<file path="src/rtl/bmmd_pkg.sv">
`default_nettype none

package bmmd_pkg;

    // Region codes reported with every result.
    localparam logic [3:0] REGION_ROM  = 4'd0;
    localparam logic [3:0] REGION_VRAM = 4'd1;
    localparam logic [3:0] REGION_CRAM = 4'd2;
    localparam logic [3:0] REGION_WRAM = 4'd3;
    localparam logic [3:0] REGION_OAM  = 4'd4;
    localparam logic [3:0] REGION_IO   = 4'd5;
    localparam logic [3:0] REGION_HRAM = 4'd6;
    localparam logic [3:0] REGION_IE   = 4'd7;
    localparam logic [3:0] REGION_NONE = 4'd8;
    localparam logic [3:0] REGION_BOOT = 4'd9;

    // Bank controller kinds.
    localparam logic [1:0] MBC_NONE = 2'd0;
    localparam logic [1:0] MBC_1    = 2'd1;
    localparam logic [1:0] MBC_2    = 2'd2;
    localparam logic [1:0] MBC_3    = 2'd3;

    // Configuration register indexes (byte address is four times the index).
    localparam logic [1:0] CFG_MBC_KIND  = 2'd0;
    localparam logic [1:0] CFG_ROM_BANKS = 2'd1;
    localparam logic [1:0] CFG_BOOT_ROM  = 2'd2;

    localparam int CFG_ADDR_W = 4;
    localparam int CFG_DATA_W = 32;

    // Bus access request.
    typedef struct packed {
        logic        func;
        logic [15:0] address;
        logic [7:0]  write_value;
    } bmmd_req_t;

    // Decoded access result.
    typedef struct packed {
        logic [3:0]  region;
        logic [20:0] offset;
        logic        store_enable;
        logic [7:0]  store_data;
        logic        open_bus;
        logic        save_dirty;
    } bmmd_rsp_t;

endpackage

`default_nettype wire

</file>
<file path="src/rtl/banked_memory_map_decoder.sv">
`default_nettype none

// Channel  Ports                          Dir  Contents
// s_       s_valid s_ready s_req          in   bus access: func, address, write_value
// m_       m_valid m_ready m_rsp          out  region, offset, store flags, open bus, dirty
// cfg      psel penable pwrite paddr ...  in   mbc_kind, rom_banks, boot_rom_present
//
// Each request is decoded in the cycle it is accepted and its result appears in the
// output register on the next cycle, so one request per cycle is sustained unless stalled.
// The banking registers update at the same edge the request is accepted, so the
// following request already sees the new bank selection.
// A stalled result holds in the output register; a new request is taken whenever the
// output register is empty or being drained. Reset is synchronous and active low.

module banked_memory_map_decoder (
    input  wire logic                            aclk,
    input  wire logic                            aresetn,
    input  wire logic                            s_valid,
    output logic                                 s_ready,
    input  wire bmmd_pkg::bmmd_req_t             s_req,
    output logic                                 m_valid,
    input  wire logic                            m_ready,
    output bmmd_pkg::bmmd_rsp_t                  m_rsp,
    input  wire logic                            psel,
    input  wire logic                            penable,
    input  wire logic                            pwrite,
    input  wire logic [bmmd_pkg::CFG_ADDR_W-1:0] paddr,
    input  wire logic [bmmd_pkg::CFG_DATA_W-1:0] pwdata,
    output logic [bmmd_pkg::CFG_DATA_W-1:0]      prdata,
    output logic                                 pready
);

    // Configuration registers.
    logic [1:0] mbc_kind_reg;
    logic [7:0] rom_banks_reg;
    logic       boot_rom_present_reg;

    // Banking state.
    logic [6:0] rom_bank_sel_reg,  rom_bank_sel_next;
    logic [7:0] ram_bank_sel_reg,  ram_bank_sel_next;
    logic       cart_ram_on_reg,   cart_ram_on_next;
    logic       banking_mode_reg,  banking_mode_next;
    logic       boot_overlay_reg,  boot_overlay_next;

    logic                 m_valid_reg;
    bmmd_pkg::bmmd_rsp_t  rsp_reg, rsp_next;

    logic        accept;
    logic        cfg_write;
    logic        wr;
    logic [15:0] a;
    logic [7:0]  v;
    logic        reach;
    logic        dirty;
    logic [7:0]  rom_bank_idx;
    logic [3:0]  region;
    logic [20:0] off;

    assign pready    = 1'b1;
    assign cfg_write = psel & penable & pwrite & pready;
    assign s_ready   = ~m_valid_reg | m_ready;
    assign accept    = s_valid & s_ready;
    assign m_valid   = m_valid_reg;
    assign m_rsp     = rsp_reg;

    assign wr = s_req.func;
    assign a  = s_req.address;
    assign v  = s_req.write_value;

    // Configuration read-back.
    always_comb begin
        unique case (paddr[3:2])
            bmmd_pkg::CFG_MBC_KIND:  prdata = {30'd0, mbc_kind_reg};
            bmmd_pkg::CFG_ROM_BANKS: prdata = {24'd0, rom_banks_reg};
            bmmd_pkg::CFG_BOOT_ROM:  prdata = {31'd0, boot_rom_present_reg};
            default:                 prdata = '0;
        endcase
    end

    // ROM bank that a read falls into: bank 0 below 0x4000, else the switchable bank.
    assign rom_bank_idx = (a[15:14] == 2'b00) ? 8'd0 : {1'b0, rom_bank_sel_reg};

    // Address decode and banking register updates.
    always_comb begin
        region            = bmmd_pkg::REGION_NONE;
        off               = '0;
        reach             = 1'b1;
        dirty             = 1'b0;
        rom_bank_sel_next = rom_bank_sel_reg;
        ram_bank_sel_next = ram_bank_sel_reg;
        cart_ram_on_next  = cart_ram_on_reg;
        banking_mode_next = banking_mode_reg;
        boot_overlay_next = boot_overlay_reg;

        if (!wr && a < 16'h0100 && boot_overlay_reg && boot_rom_present_reg) begin
            region = bmmd_pkg::REGION_BOOT;
            off    = {13'd0, a[7:0]};
        end else if (a <= 16'h7FFF) begin
            region = bmmd_pkg::REGION_ROM;
            if (wr) begin
                reach = 1'b0;
                unique case (mbc_kind_reg)
                    bmmd_pkg::MBC_1: begin
                        if (a <= 16'h1FFF) begin
                            cart_ram_on_next = (v[3:0] == 4'hA);
                        end else if (a <= 16'h3FFF) begin
                            rom_bank_sel_next = (v[4:0] == 5'd0) ? 7'd1 : {2'd0, v[4:0]};
                        end else if (a <= 16'h5FFF) begin
                            if (banking_mode_reg) begin
                                ram_bank_sel_next = {6'd0, v[1:0]};
                            end
                        end else begin
                            banking_mode_next = v[0];
                        end
                    end
                    bmmd_pkg::MBC_2: begin
                        if (a <= 16'h3FFF) begin
                            if (!a[8]) begin
                                cart_ram_on_next = (v[3:0] == 4'hA);
                            end else begin
                                rom_bank_sel_next = (v[3:0] == 4'd0) ? 7'd1 : {3'd0, v[3:0]};
                            end
                        end
                    end
                    bmmd_pkg::MBC_3: begin
                        if (a <= 16'h1FFF) begin
                            cart_ram_on_next = (v[3:0] == 4'hA);
                        end else if (a <= 16'h3FFF) begin
                            rom_bank_sel_next = (v[6:0] == 7'd0) ? 7'd1 : v[6:0];
                        end else if (a <= 16'h5FFF) begin
                            ram_bank_sel_next = v;
                        end
                    end
                    default: begin
                        // No controller: writes have no effect.
                    end
                endcase
            end else begin
                // The read lies beyond the ROM exactly when its bank is not below the size.
                reach = (rom_bank_idx < rom_banks_reg);
                off   = {rom_bank_idx[6:0], a[13:0]};
            end
        end else if (a <= 16'h9FFF) begin
            region = bmmd_pkg::REGION_VRAM;
            off    = {8'd0, a[12:0]};
        end else if (a <= 16'hBFFF) begin
            region = bmmd_pkg::REGION_CRAM;
            if (!cart_ram_on_reg) begin
                reach = 1'b0;
            end else if (mbc_kind_reg == bmmd_pkg::MBC_3) begin
                if (ram_bank_sel_reg <= 8'd3) begin
                    off = {6'd0, ram_bank_sel_reg[1:0], a[12:0]};
                end else begin
                    reach = 1'b0;
                end
            end else begin
                off = {8'd0, a[12:0]};
            end
            dirty = reach & wr;
        end else if (a <= 16'hDFFF) begin
            region = bmmd_pkg::REGION_WRAM;
            off    = {8'd0, a[12:0]};
        end else if (a <= 16'hFDFF) begin
            // Echo area folds onto work RAM.
            region = bmmd_pkg::REGION_WRAM;
            off    = {8'd0, a[12:0]};
        end else if (a <= 16'hFE9F) begin
            region = bmmd_pkg::REGION_OAM;
            off    = {13'd0, a[7:0]};
        end else if (a <= 16'hFEFF) begin
            region = bmmd_pkg::REGION_NONE;
            reach  = 1'b0;
        end else if (a <= 16'hFF7F) begin
            region = bmmd_pkg::REGION_IO;
            off    = {13'd0, a[7:0]};
            if (wr && a == 16'hFF50) begin
                boot_overlay_next = 1'b0;
            end
        end else if (a <= 16'hFFFE) begin
            region = bmmd_pkg::REGION_HRAM;
            off    = {13'd0, a[7:0] - 8'h80};
        end else begin
            region = bmmd_pkg::REGION_IE;
        end
    end

    // Result assembly.
    always_comb begin
        rsp_next.region       = region;
        rsp_next.offset       = reach ? off : 21'd0;
        rsp_next.store_enable = wr & reach;
        rsp_next.store_data   = (wr && reach) ? v : 8'd0;
        rsp_next.open_bus     = ~wr & ~reach;
        rsp_next.save_dirty   = dirty;
    end

    // Configuration and banking state.
    always_ff @(posedge aclk) begin
        if (!aresetn) begin
            mbc_kind_reg         <= bmmd_pkg::MBC_NONE;
            rom_banks_reg        <= '0;
            boot_rom_present_reg <= 1'b0;
            rom_bank_sel_reg     <= 7'd1;
            ram_bank_sel_reg     <= '0;
            cart_ram_on_reg      <= 1'b0;
            banking_mode_reg     <= 1'b0;
            boot_overlay_reg     <= 1'b1;
        end else begin
            if (cfg_write) begin
                unique case (paddr[3:2])
                    bmmd_pkg::CFG_MBC_KIND:  mbc_kind_reg         <= pwdata[1:0];
                    bmmd_pkg::CFG_ROM_BANKS: rom_banks_reg        <= pwdata[7:0];
                    bmmd_pkg::CFG_BOOT_ROM:  boot_rom_present_reg <= pwdata[0];
                    default: begin
                        // Unmapped address: write is dropped.
                    end
                endcase
            end
            if (accept) begin
                rom_bank_sel_reg <= rom_bank_sel_next;
                ram_bank_sel_reg <= ram_bank_sel_next;
                cart_ram_on_reg  <= cart_ram_on_next;
                banking_mode_reg <= banking_mode_next;
                boot_overlay_reg <= boot_overlay_next;
            end
        end
    end

    // Output register.
    always_ff @(posedge aclk) begin
        if (!aresetn) begin
            m_valid_reg <= 1'b0;
        end else if (s_ready) begin
            m_valid_reg <= s_valid;
        end
    end

    always_ff @(posedge aclk) begin
        if (accept) begin
            rsp_reg <= rsp_next;
        end
    end

endmodule

`default_nettype wire

</file>
<file path="config.mk">
export PLATFORM = sky130hd
export DESIGN_NAME = banked_memory_map_decoder
export DESIGN_NICKNAME = d
export VERILOG_FILES = /design/src/rtl/bmmd_pkg.sv /design/src/rtl/banked_memory_map_decoder.sv
export SDC_FILE = /design/constraint.sdc
export NUM_CORES = 1
export LEC_CHECK = 0
export BUFFER_PORTS_ARGS = -buffer_cell sky130_fd_sc_hd__buf_2
export CORE_ASPECT_RATIO = 0.9
export CORE_MARGIN = 2
export CORE_UTILIZATION = 45
export DETAILED_ROUTE_END_ITERATION = 16
export PLACE_DENSITY = 0.74
export SYNTH_ARGS = -nofsm -noshare
export SYNTH_HDL_FRONTEND = slang
export SYNTH_SLANG_ARGS = --single-unit
</file>
<file path="constraint.sdc">
create_clock -name aclk -period 3.4 [get_ports aclk]
set_clock_uncertainty 0.2 [all_clocks]
set_input_delay 0.34 -clock aclk [delete_from_list [all_inputs] [get_ports aclk]]
set_output_delay 0.34 -clock aclk [all_outputs]
set_load 0.005 [all_outputs]
</file>
### Word-level counts from Yosys, hierarchy flattened

Index checks and enable logic that the tools add are counted.

* input port bits: 68
* register bits: 66
* word-level logic and storage cells: 165

* add/sub/neg operators: 1
* bitwise gates (word level): 21
* equal/unequal tests: 20
* magnitude comparators: 15
* reduce and logical (&&, ||, !) cells: 27
* multiplexer cells: 63

Operators with widths (number)
* $le A16 B16 Y1 const B: 8
* $mux W21: 6
* $mux W8: 12
* $mux W7: 8
* $le A16 B15 Y1 const B: 2
* $mux W4: 8
* $mux W13: 2
* $ne A2 B2 Y1 const B: 12
* $pmux W8 S3: 1
* $reduce_and A11 Y1: 2
* $pmux W7 S3: 1
* $mux W1: 20
* $eq A16 B16 Y1 const B: 1
* $le A16 B13 Y1 const B: 1
* $le A16 B14 Y1 const B: 1
* $lt A16 B9 Y1 const B: 1
* $pmux W8 S2: 1
* $reduce_and A8 Y1: 2
* $mux W15: 1
* $not A1 Y1: 14
* $reduce_and A12 Y1: 1
* $le A8 B2 Y1 const B: 1
* $lt A7 B8 Y1: 1
* $sub A8 B8 Y8 const B: 1
* other kinds (22): 39

### Depth between registers and ports, before layout

* depth after elaboration: 14
* depth in mapped cells: 10

### Worst setup path before layout

Ideal clock, no wire load.

* path kind: in2reg
* start point: input port s_req[22] (netlist bit)
* end point: register rsp_reg (netlist bit m_rsp[16]), data pin
* setup time: 0.180 ns
* stages: 10
* arrival time: 2.241 ns
* buffers on the path: 3
* slack: 0.779 ns
* cells stage by stage: buf_2 > nor2_1 > nor2b_1 > ha_1 > a21oi_1 > o221ai_2 > or3_1 > buf_2 > buf_6 > a221oi_1

* elaborated cells between the ends (all ways): 35
* classes of those cells: order compare: 11; mux: 20; reduce/logical: 4

RTL lines
* start: declaration: RTL line banked_memory_map_decoder.sv:20 `input wire bmmd_pkg::bmmd_req_t s_req,`
* $logic_not A2 Y1: RTL line banked_memory_map_decoder.sv:81 `assign rom_bank_idx = (a[15:14] == 2'b00) ? 8'd0 : {1'b0, rom_bank_sel_reg};`
* $mux W7: RTL line banked_memory_map_decoder.sv:81
* via rom_bank_idx[5]: RTL line banked_memory_map_decoder.sv:55 `logic [7:0] rom_bank_idx;`
* $lt A7 B8 Y1: RTL line banked_memory_map_decoder.sv:140 `reach = (rom_bank_idx < rom_banks_reg);`
* $mux W1: RTL line banked_memory_map_decoder.sv:100 `if (wr) begin`
* $mux W1: RTL line banked_memory_map_decoder.sv:98 `end else if (a <= 16'h7FFF) begin`
* $mux W1: RTL line banked_memory_map_decoder.sv:95 `if (!wr && a < 16'h0100 && boot_overlay_reg && boot_rom_present_reg) begin`
* end signal: assignment: RTL line banked_memory_map_decoder.sv:240 `rsp_reg <= rsp_next;`
* end: declaration: RTL line banked_memory_map_decoder.sv:46 `bmmd_pkg::bmmd_rsp_t rsp_reg, rsp_next;`

The timed path passes the listed nets, and every way through them passes these cells.
A chain may end at the register's enable or synchronous reset.

### Final worst setup path

* start point: input port s_req[23] (netlist bit)
* end point: register rsp_reg (netlist bit m_rsp[12]), data pin

Same word-level chain as after synthesis.

==> impl_metrics.env <==
export IMPL_cellInternalPower_mw=1.356
export IMPL_p_leak_nw=1.735
export IMPL_numPortBuffers=87
export IMPL_initialDrtViolationCount=208
export IMPL_yosysSeqAreaShare_pct=46.09
export IMPL_startpoint_type="input pin"
export IMPL_chipWidth_um=98.92
export IMPL_via_count=3056
export IMPL_die_area_mm2=0.008845
export IMPL_swShare_pct=24.36
export IMPL_combPwrFrac_pct=9.9
export IMPL_dr_pass1_iters=5
export IMPL_fmax_mhz=391.7
export IMPL_drc=0
export IMPL_wl_per_cell_um=14.55
export IMPL_fin_crit_ps=2553
export IMPL_cts_tree="built"
export IMPL_outcome="finished, final reports clean"
export IMPL_clockBufferDepth=2
export IMPL_r2r_cells=7
export IMPL_hold_path_class="in2reg"
export IMPL_power_density_mw_per_mm2=419.8
export IMPL_crit_path_max_incr_delay_ps=390
export IMPL_worst_setup_path_type="in2reg"
export IMPL_rows=31
export IMPL_grt_ovfl_total=0
export IMPL_synth_top_area_share_pct=29.63
export IMPL_worst_r2r_endpoint="m_rsp[12]"
export IMPL_drv_cap=0
export IMPL_p_clk_share_pct=41.1
export IMPL_synth_edf_count=36
export IMPL_hold_path_depth=3
export IMPL_dp_hpwl_um=6071
export IMPL_fp_dieH_um=89.42
export IMPL_yosysTopAreaCell="edfxtp_1"
export IMPL_post_cts_buffers=0
export IMPL_clkSlewWorstSetupHoldPaths_ps=70
export IMPL_core_mm2=0.007951
export IMPL_fin_tns_setup_ps=0
export IMPL_worstPathCellList="buf_2, nor2_1, nor2b_1, ha_1, a21oi_1, o221ai_2, or3_1, buf_4, a221oi_1"
export IMPL_yosysUniqueCellTypes=56
export IMPL_clk_latency_ps=350
export IMPL_slowest_stage="or3_1"
export IMPL_worstSetupEndpointType="flop"
export IMPL_synthTopCellsByArea="edfxtp_1 (30%), dfxtp_1 (16%), buf_4 (5.3%), a21oi_1 (4.9%), mux2i_1 (3.6%)"
export IMPL_ys_ff_latch=66
export IMPL_antenna_found_initial=0
export IMPL_tightest_slew_ps=861.6
export IMPL_sequentialPowerShare_pct=49.1
export IMPL_grt_setup_unrepaired="no"
export IMPL_final_nets=529
export IMPL_largest_register_ffs=36
export IMPL_synthesis_area_mm2=0.003648
export IMPL_ant_nets=0
export IMPL_initial_core_util_pct=45.89
export IMPL_grt_pass1_vias=2762
export IMPL_ys_flop_type="edfxtp_1"
export IMPL_grt_usage_pct=19.02
export IMPL_h_tree_depth=3
export IMPL_vdd_ir_drop_worst_mv=0.2771
export IMPL_cp_startpoint="s_req[23]"
export IMPL_finalWirelength_um=8132
export IMPL_synth_area_per_cell_um2=9.781
export IMPL_grt_pass1_wl_um=13320
export IMPL_cts_sinks=66
export IMPL_synthCells=373
export IMPL_finalSetupViolCount=0
export IMPL_dp_cells=542
export IMPL_finalHoldViolations=0
export IMPL_cp_max_fo=25
export IMPL_p_switching_mw=0.4366
export IMPL_n_antenna_cell=0
export IMPL_regToRegStartpoint="rom_bank_sel_reg[5]"
export IMPL_worstHoldStart="pwdata[7]"
export IMPL_crit_required_ps=3350
export IMPL_period_share_pct=75.09
export IMPL_syn_to_final_growth_pct=17.04
export IMPL_yosys_warnings=0
export IMPL_whs_endpoint="rom_banks_reg[7]"
export IMPL_drive_above_1_share_pct=25.43
export IMPL_gp_congestion=0.8736
export IMPL_io_pins=139
export IMPL_slew_headroom_pct=42.41
export IMPL_final_cells=559
export IMPL_vias_per_cell=5.467
export IMPL_grt_max_degree=37
export IMPL_clock_root_buffer="clkbuf_8"
export IMPL_synthArstFlopShare_pct=0
export IMPL_numCtsBuffers=9
export IMPL_crit_arrival_ps=2500
export IMPL_drv_slew=0
export IMPL_reg2reg_slack_ps=940
export IMPL_post_cts_resize_count=0
## through the flow
stage	utilization [%]	hold WS, ps	instance area, um^2	total power [mW]	setup WS, ps
after CTS	53.71	16.81	4270	1.811	864.9
final	53.71	32.13	4270	1.792	847.0
after global routing	53.71	32.13	4270	1.873	681.4
after global placement	50.75	233.0	4035	1.070	579.8
after floorplan	-	201.9	3735	1.012	779.2
after detailed placement	50.75	245.7	4035	1.074	499.6
## Yosys cell counts (all sizes together), types with 2 or more instances
cell / n
o21ai: 8
nand2: 26
nand4: 14
mux2i: 13
nand3: 4
o221ai: 2
buf: 40
nor3: 3
and4: 2
and3: 4
conb: 2
clkbuf: 4
edfxtp: 36
o211ai: 4
o41ai: 2
a221oi: 7
nor2: 19
nor4: 2
nor2b: 8
nor3b: 2
inv: 26
ha: 6
nand2b: 5
and2: 16
nand4b: 3
or4: 9
a21oi: 36
a22oi: 2
o21a: 3
nor4b: 2
a211oi: 6
o31ai: 16
dfxtp: 30
## power by group through the flow
stage | combinational, mW | sequential [mW] | clock [mW]
after floorplan | 0.110 | 0.902 | 0
after global placement | 0.172 | 0.897 | 0
after detailed placement | 0.176 | 0.898 | 0
after CTS | 0.177 | 0.880 | 0.754
after global routing | 0.198 | 0.883 | 0.792
final | 0.177 | 0.880 | 0.736
## cell type report
cell class	count	area, um^2
multi-input combinational	260	1667
clock buffer	9	123.9
timing repair buffer	92	475.5
inverter	26	97.59
clock inverter	7	101.3
sequential	66	1682
tap	99	123.9
fill	706	3681
## metal layers
layer  part of all wire, %  GRT usage, %
met1                    43         23.97
met2                    47         30.84
met3                   8.2         6.255
met4                   1.8         7.098
met5                     0             0
## critical path: cells and delay by family
| family | cells | cell delay (ps) |
|---|---|---|
| AO/OA/AOI/OAI | 3 | 630 |
| adder cells (fa/ha/maj) | 1 | 310 |
| buffers and inverters | 2 | 420 |
| AND/OR/NAND/NOR | 3 | 810 |
## kinds of logic (layout without fill, tap and decap cells)
group                      count (synthesis)  count (layout)  share of synthesized area (%)
AOI/OAI and AO/OA                         92              92                          17.42
adders and majority gates                  6               6                          2.058
buffers and inverters                     70             134                          10.60
DFF                                       66              66                          46.09
muxes                                     13              13                          3.566
other                                      2              25                         0.2058
and+or+nand+nor                          124             124                          20.06
## cell usage in the layout, fill, tap and decap left out, types with 8 or more instances in the layout
master and n:
a21oi_1 36, and2_1 15, buf_2 87, clkbuf_8 9, conb_1 25, dfxtp_1 30
edfxtp_1 36, inv_1 25, mux2i_1 13, nand2_1 26, nand4_1 14, nor2_1 18
nor2b_1 8, o31ai_1 16, or4_1 8
## worst max path at each step
stage	end	slack, ps	cells after the start
after floorplan	m_rsp[16]	780	10
after detailed placement	m_rsp[12]	500	9
after CTS	m_rsp[12]	860	9
after global placement	m_rsp[15]	580	9
final	m_rsp[12]	850	9
after global routing	m_rsp[12]	680	9
## what timing repair did
| action | in CTS | in global routing |
|---|---|---|
| setup endpoints to repair | 0 | 0 |
| hold buffers | 1 | 0 |
| hold endpoints to repair | 1 | 0 |
(Power assumes the default switching activity.)
